**config.mk**
```make
export PLATFORM = sky130hd
export DESIGN_NAME = mdcr_ctrl
export DESIGN_NICKNAME = d
export VERILOG_FILES = /design/src/sv/mdcr_pkg.sv /design/src/sv/mdcr_ctrl.sv
export SDC_FILE = /design/constraint.sdc
export NUM_CORES = 1
export LEC_CHECK = 0
export ABC_AREA = 1
export BUFFER_PORTS_ARGS = -buffer_cell sky130_fd_sc_hd__buf_4
export CORE_AREA = 8 8 45 47
export DETAILED_ROUTE_END_ITERATION = 6
export DIE_AREA = 0 0 53 55
export GPL_ROUTABILITY_DRIVEN = 0
export PLACE_DENSITY = 0.77
export SLEW_MARGIN = 20
export SYNTH_ARGS = -nofsm -noshare
export SYNTH_HDL_FRONTEND = slang
export SYNTH_SLANG_ARGS = --single-unit
```
**constraint.sdc**
```tcl
create_clock -name clock -period 3 [get_ports clock]
set_input_delay 0.6 -clock clock [delete_from_list [all_inputs] [get_ports clock]]
set_output_delay 0.6 -clock clock [all_outputs]
set_load 0.05 [all_outputs]
```
**src/sv/mdcr_pkg.sv**
```systemverilog
// Shared constants and controller/datapath interface types for the DC remover.
package mdcr_pkg;

   localparam int SAMPLE_W       = 16;
   localparam int WLEN_W         = 10;
   localparam int CSR_DATA_W     = 32;
   localparam int CSR_ADDR_W     = 3;
   localparam int MAX_WINDOW_DEF = 512;

   // register index within the CSR space (byte address / 4)
   localparam logic [CSR_ADDR_W-3:0] REG_WINDOW_LENGTH = 1'b0;

   typedef struct packed {
      logic accept;    // capture sample word, issue ring read
      logic bypass;    // zero window: clear mean
      logic update;    // fold sample into ring and running sum
      logic load_div;  // load divider operands
      logic div_step;  // one restoring division step
      logic load_out;  // load result word into output register
   } cmd_type;

   typedef struct packed {
      logic len_zero;
      logic out_free;
   } status_type;

endpackage

```
**src/sv/mdcr_ctrl.sv**
```systemverilog
// Sequencer for the DC remover: accept, ring update, divide, output.
module mdcr_ctrl #(
   parameter int MAX_WINDOW = mdcr_pkg::MAX_WINDOW_DEF
) (
   input  logic                 clock,
   input  logic                 reset,
   input  logic                 req_valid,
   output logic                 req_stall,
   input  mdcr_pkg::status_type status,
   output mdcr_pkg::cmd_type    cmd
);

   localparam int DIV_STEPS = mdcr_pkg::SAMPLE_W + $clog2(MAX_WINDOW);
   localparam int CNT_W     = $clog2(DIV_STEPS);

   typedef enum logic [4:0] {
      ST_IDLE   = 5'b00001,
      ST_UPDATE = 5'b00010,
      ST_LOAD   = 5'b00100,
      ST_DIVIDE = 5'b01000,
      ST_OUTPUT = 5'b10000
   } state_type;

   state_type        state_ff, state_in;
   logic [CNT_W-1:0] cnt_ff, cnt_in;
   logic             take;

   assign req_stall = (state_ff != ST_IDLE);
   assign take      = req_valid && (state_ff == ST_IDLE);

   always_comb begin
      state_in = state_ff;
      cnt_in   = cnt_ff;
      cmd      = '0;
      case (state_ff)
         ST_IDLE: begin
            if (take) begin
               cmd.accept = 1'b1;
               if (status.len_zero) begin
                  cmd.bypass = 1'b1;
                  state_in   = ST_OUTPUT;
               end else begin
                  state_in = ST_UPDATE;
               end
            end
         end
         ST_UPDATE: begin
            cmd.update = 1'b1;
            state_in   = ST_LOAD;
         end
         ST_LOAD: begin
            cmd.load_div = 1'b1;
            cnt_in       = '0;
            state_in     = ST_DIVIDE;
         end
         ST_DIVIDE: begin
            cmd.div_step = 1'b1;
            cnt_in       = cnt_ff + 1'b1;
            if (cnt_ff == CNT_W'(DIV_STEPS - 1)) begin
               state_in = ST_OUTPUT;
            end
         end
         ST_OUTPUT: begin
            // hold until the output register can take the word
            if (status.out_free) begin
               cmd.load_out = 1'b1;
               state_in     = ST_IDLE;
            end
         end
         default: begin
            state_in = ST_IDLE;
         end
      endcase
   end

   always_ff @(posedge clock) begin
      if (reset) begin
         state_ff <= ST_IDLE;
         cnt_ff   <= '0;
      end else begin
         state_ff <= state_in;
         cnt_ff   <= cnt_in;
      end
   end

endmodule

```
==> out/summary.txt <==
status: finished, final reports clean
Setup crit end kind: output pin
compound-cell area share of the yosys netlist: 7.157%
clock slew at reported path FFs: 0.08 ns
synth cell count leaders: inv_1, nand2_1, nor2_1, dfxtp_1, nand3_1
H-tree levels: 1
global-route wire length before repair: 2070 um
Sink Count: 10
pwr dens: 518.0 mW/mm2
Total GRT Usage: 9.874%
DRC errors left: 0
WL final: 1268 um
Pre-Repair DR Iteration Count: 4
ys async rst share: 0%
largest net degree at the start of global routing: 8
post-CTS sizing: 0
Arrival @ worst endpoint: 1.40 ns
clk_lat worst skew: 0.27 ns
Seq/Total Area, Yosys: 32.72%
IO Pins: 12
Initial Utilization: 44.21%
maximum clock rate: 501.1 MHz
vias in the first global route: 514
setup bufs post-CTS: 0
simple-gate portion of the synthesized area: 45.60%
Port-buffer cells: 11
root buffer cell: clkbuf_4
setup TNS: 0 ns
synthesized flop and latch total: 10
Post-synth EDFFs: 0
Initial DRC Count: 11
Avg Vias per Cell: 4.752
number of diodes: 0
Max Cap Violations: 0
vias after detailed routing: 575
Leak: 0.3276 nW
Crit path required time: 2.40 ns
mux contribution to synthesized area: 0%
critical path peak fanout: 4
cell count after synthesis: 90
measured slew at the worst slew-check pin: 0.2079 ns
DP Wirelength: 1026 um
grt total ovfl: 0
crit share post-route: 66.52%
Core Footprint: 0.001384 mm2
initial antenna violation count: 0
chip height: 55 um
Primary FF master, synth: dfxtp_1
layout cells sized above 1: 27.62%
share of the synthesized area in the top cell type: 32.72%
Layout Nets: 113
area delta synth->final: 22.70%
design area: 750.7 um2
worst hold path type: reg -> reg
post-synth cell types: 20
cell taking the most area after synthesis: dfxtp_1
RSZ-0062 raised after global routing: false
final setup vio count: 0
WL/cell: 10.48 um
die extent in x: 53 um
Synth Cell Area: 611.8 um2
fin crit period: 1.996 ns
CTS tree: yes
Clock Skew: 0.009523 ns
Detail Route Antenna Nets: 0
Placed Instance Area: 714.4 um2
synthesized net count: 97
synth top area cells: dfxtp_1, inv_1, nand2_1
main combinational cell family by area after synthesis: simple AND/OR/NAND/NOR gates
Adder-Cell Fraction of Synth Area: 4.090%
Final Slew Violations: 0
Max-slew headroom: 86.09%
critical path startpoint category: flop
Hold Violations, Final: 0
CTS Buffer Depth: 2
yosys synthesis warning count: 0
VDD IR-drop max: 0.0003624 V
WS Path Type: reg -> out
Avg Synthesized Cell Area: 6.798 um2
Post-Synth XOR/XNOR Area: 0%
die area: 0.002915 mm2
CTS Hold Bufs: 0
CTS Buf Count: 3
Std-Cell Rows: 14
[worst paths after layout]
check	depth (start not counted)	to	startpoint	slack (ns)
hold / removal	2	cnt_ff[1]	cnt_ff[1]	0.50
hold reg to reg	2	cnt_ff[1]	cnt_ff[1]	0.50
setup / recovery	6	cmd[4]	state_ff[2]	1.00
setup reg to reg	7	state_ff[1]	cnt_ff[0]	1.79
[kinds of logic after synthesis]
logic type / count (synthesis)
and+or+nand+nor: 53
adders and majority gates: 2
AOI/OAI and AO/OA: 8
DFF: 10
buffers and inverters: 17
[report_power, final]
group / total [mW] / internal, mW / leakage (nW) / switching (mW)
registers: 0.146 / 0.139 / 0.0811 / 0.00691
clock network: 0.126 / 0.0737 / 0.0210 / 0.0524
logic: 0.117 / 0.0363 / 0.225 / 0.0806
[sequential cells by signal, indices dropped and copies added, names as in the netlist]
signal / count
state_ff: 5
cnt_ff: 5
[area by class of cell]
class	count	area, um2
multi-input combinational	63	347.8
inverter	17	63.81
sequential	10	200.2
clock buffer	4	36.28
timing repair buffer	11	82.58
tap	16	20.02
fill	139	633.1
[through the flow]
stage	hold WS (ns)	instances	power, mW	setup slack, ns	utilization (%)
6_report	0.4992	121	0.3889	1.004	54.25
5_1_grt	0.5351	121	0.4118	0.9129	54.25
4_1_cts	0.5046	121	0.3947	0.9879	54.25
3_5_place_dp	0.4936	117	0.2662	1.307	51.63
3_3_place_gp	0.4879	117	0.2651	1.329	51.63
2_1_floorplan	0.4619	90	0.2366	0.8996	-
[per-layer routing]
metal | vias to the layer above | global-route usage (%) | part of all wire (%)
li1 | 316 | - | -
met1 | 252 | 9.985 | 46
met2 | 5 | 16.60 | 50
met3 | 2 | 3.209 | 1.9
met4 | 0 | 7.759 | 2.0
met5 | - | 0 | 0
[worst max-delay path, cell delays in order, from the launching register on]
cell     delay, ns
dfxtp_1       0.35
nor2_2        0.19
nand2_2       0.11
nor2_4        0.10
nand2_1       0.07
nor2_1        0.09
buf_4         0.20
[placed cells by master, fill, tap and decap left out, types with 2 or more instances in the layout]
master	Yosys	layout
inv_1	14	14
nand2_1	14	14
nor2_1	14	14
buf_4	0	11
dfxtp_1	10	10
nand3_1	7	7
nor2_2	4	4
a21oi_1	4	4
nor2_4	3	3
nand4_1	3	3
nor3_1	3	3
o21ai_1	3	3
clkbuf_4	0	3
inv_2	2	2
ha_1	2	2
(Power assumes the default switching activity.)
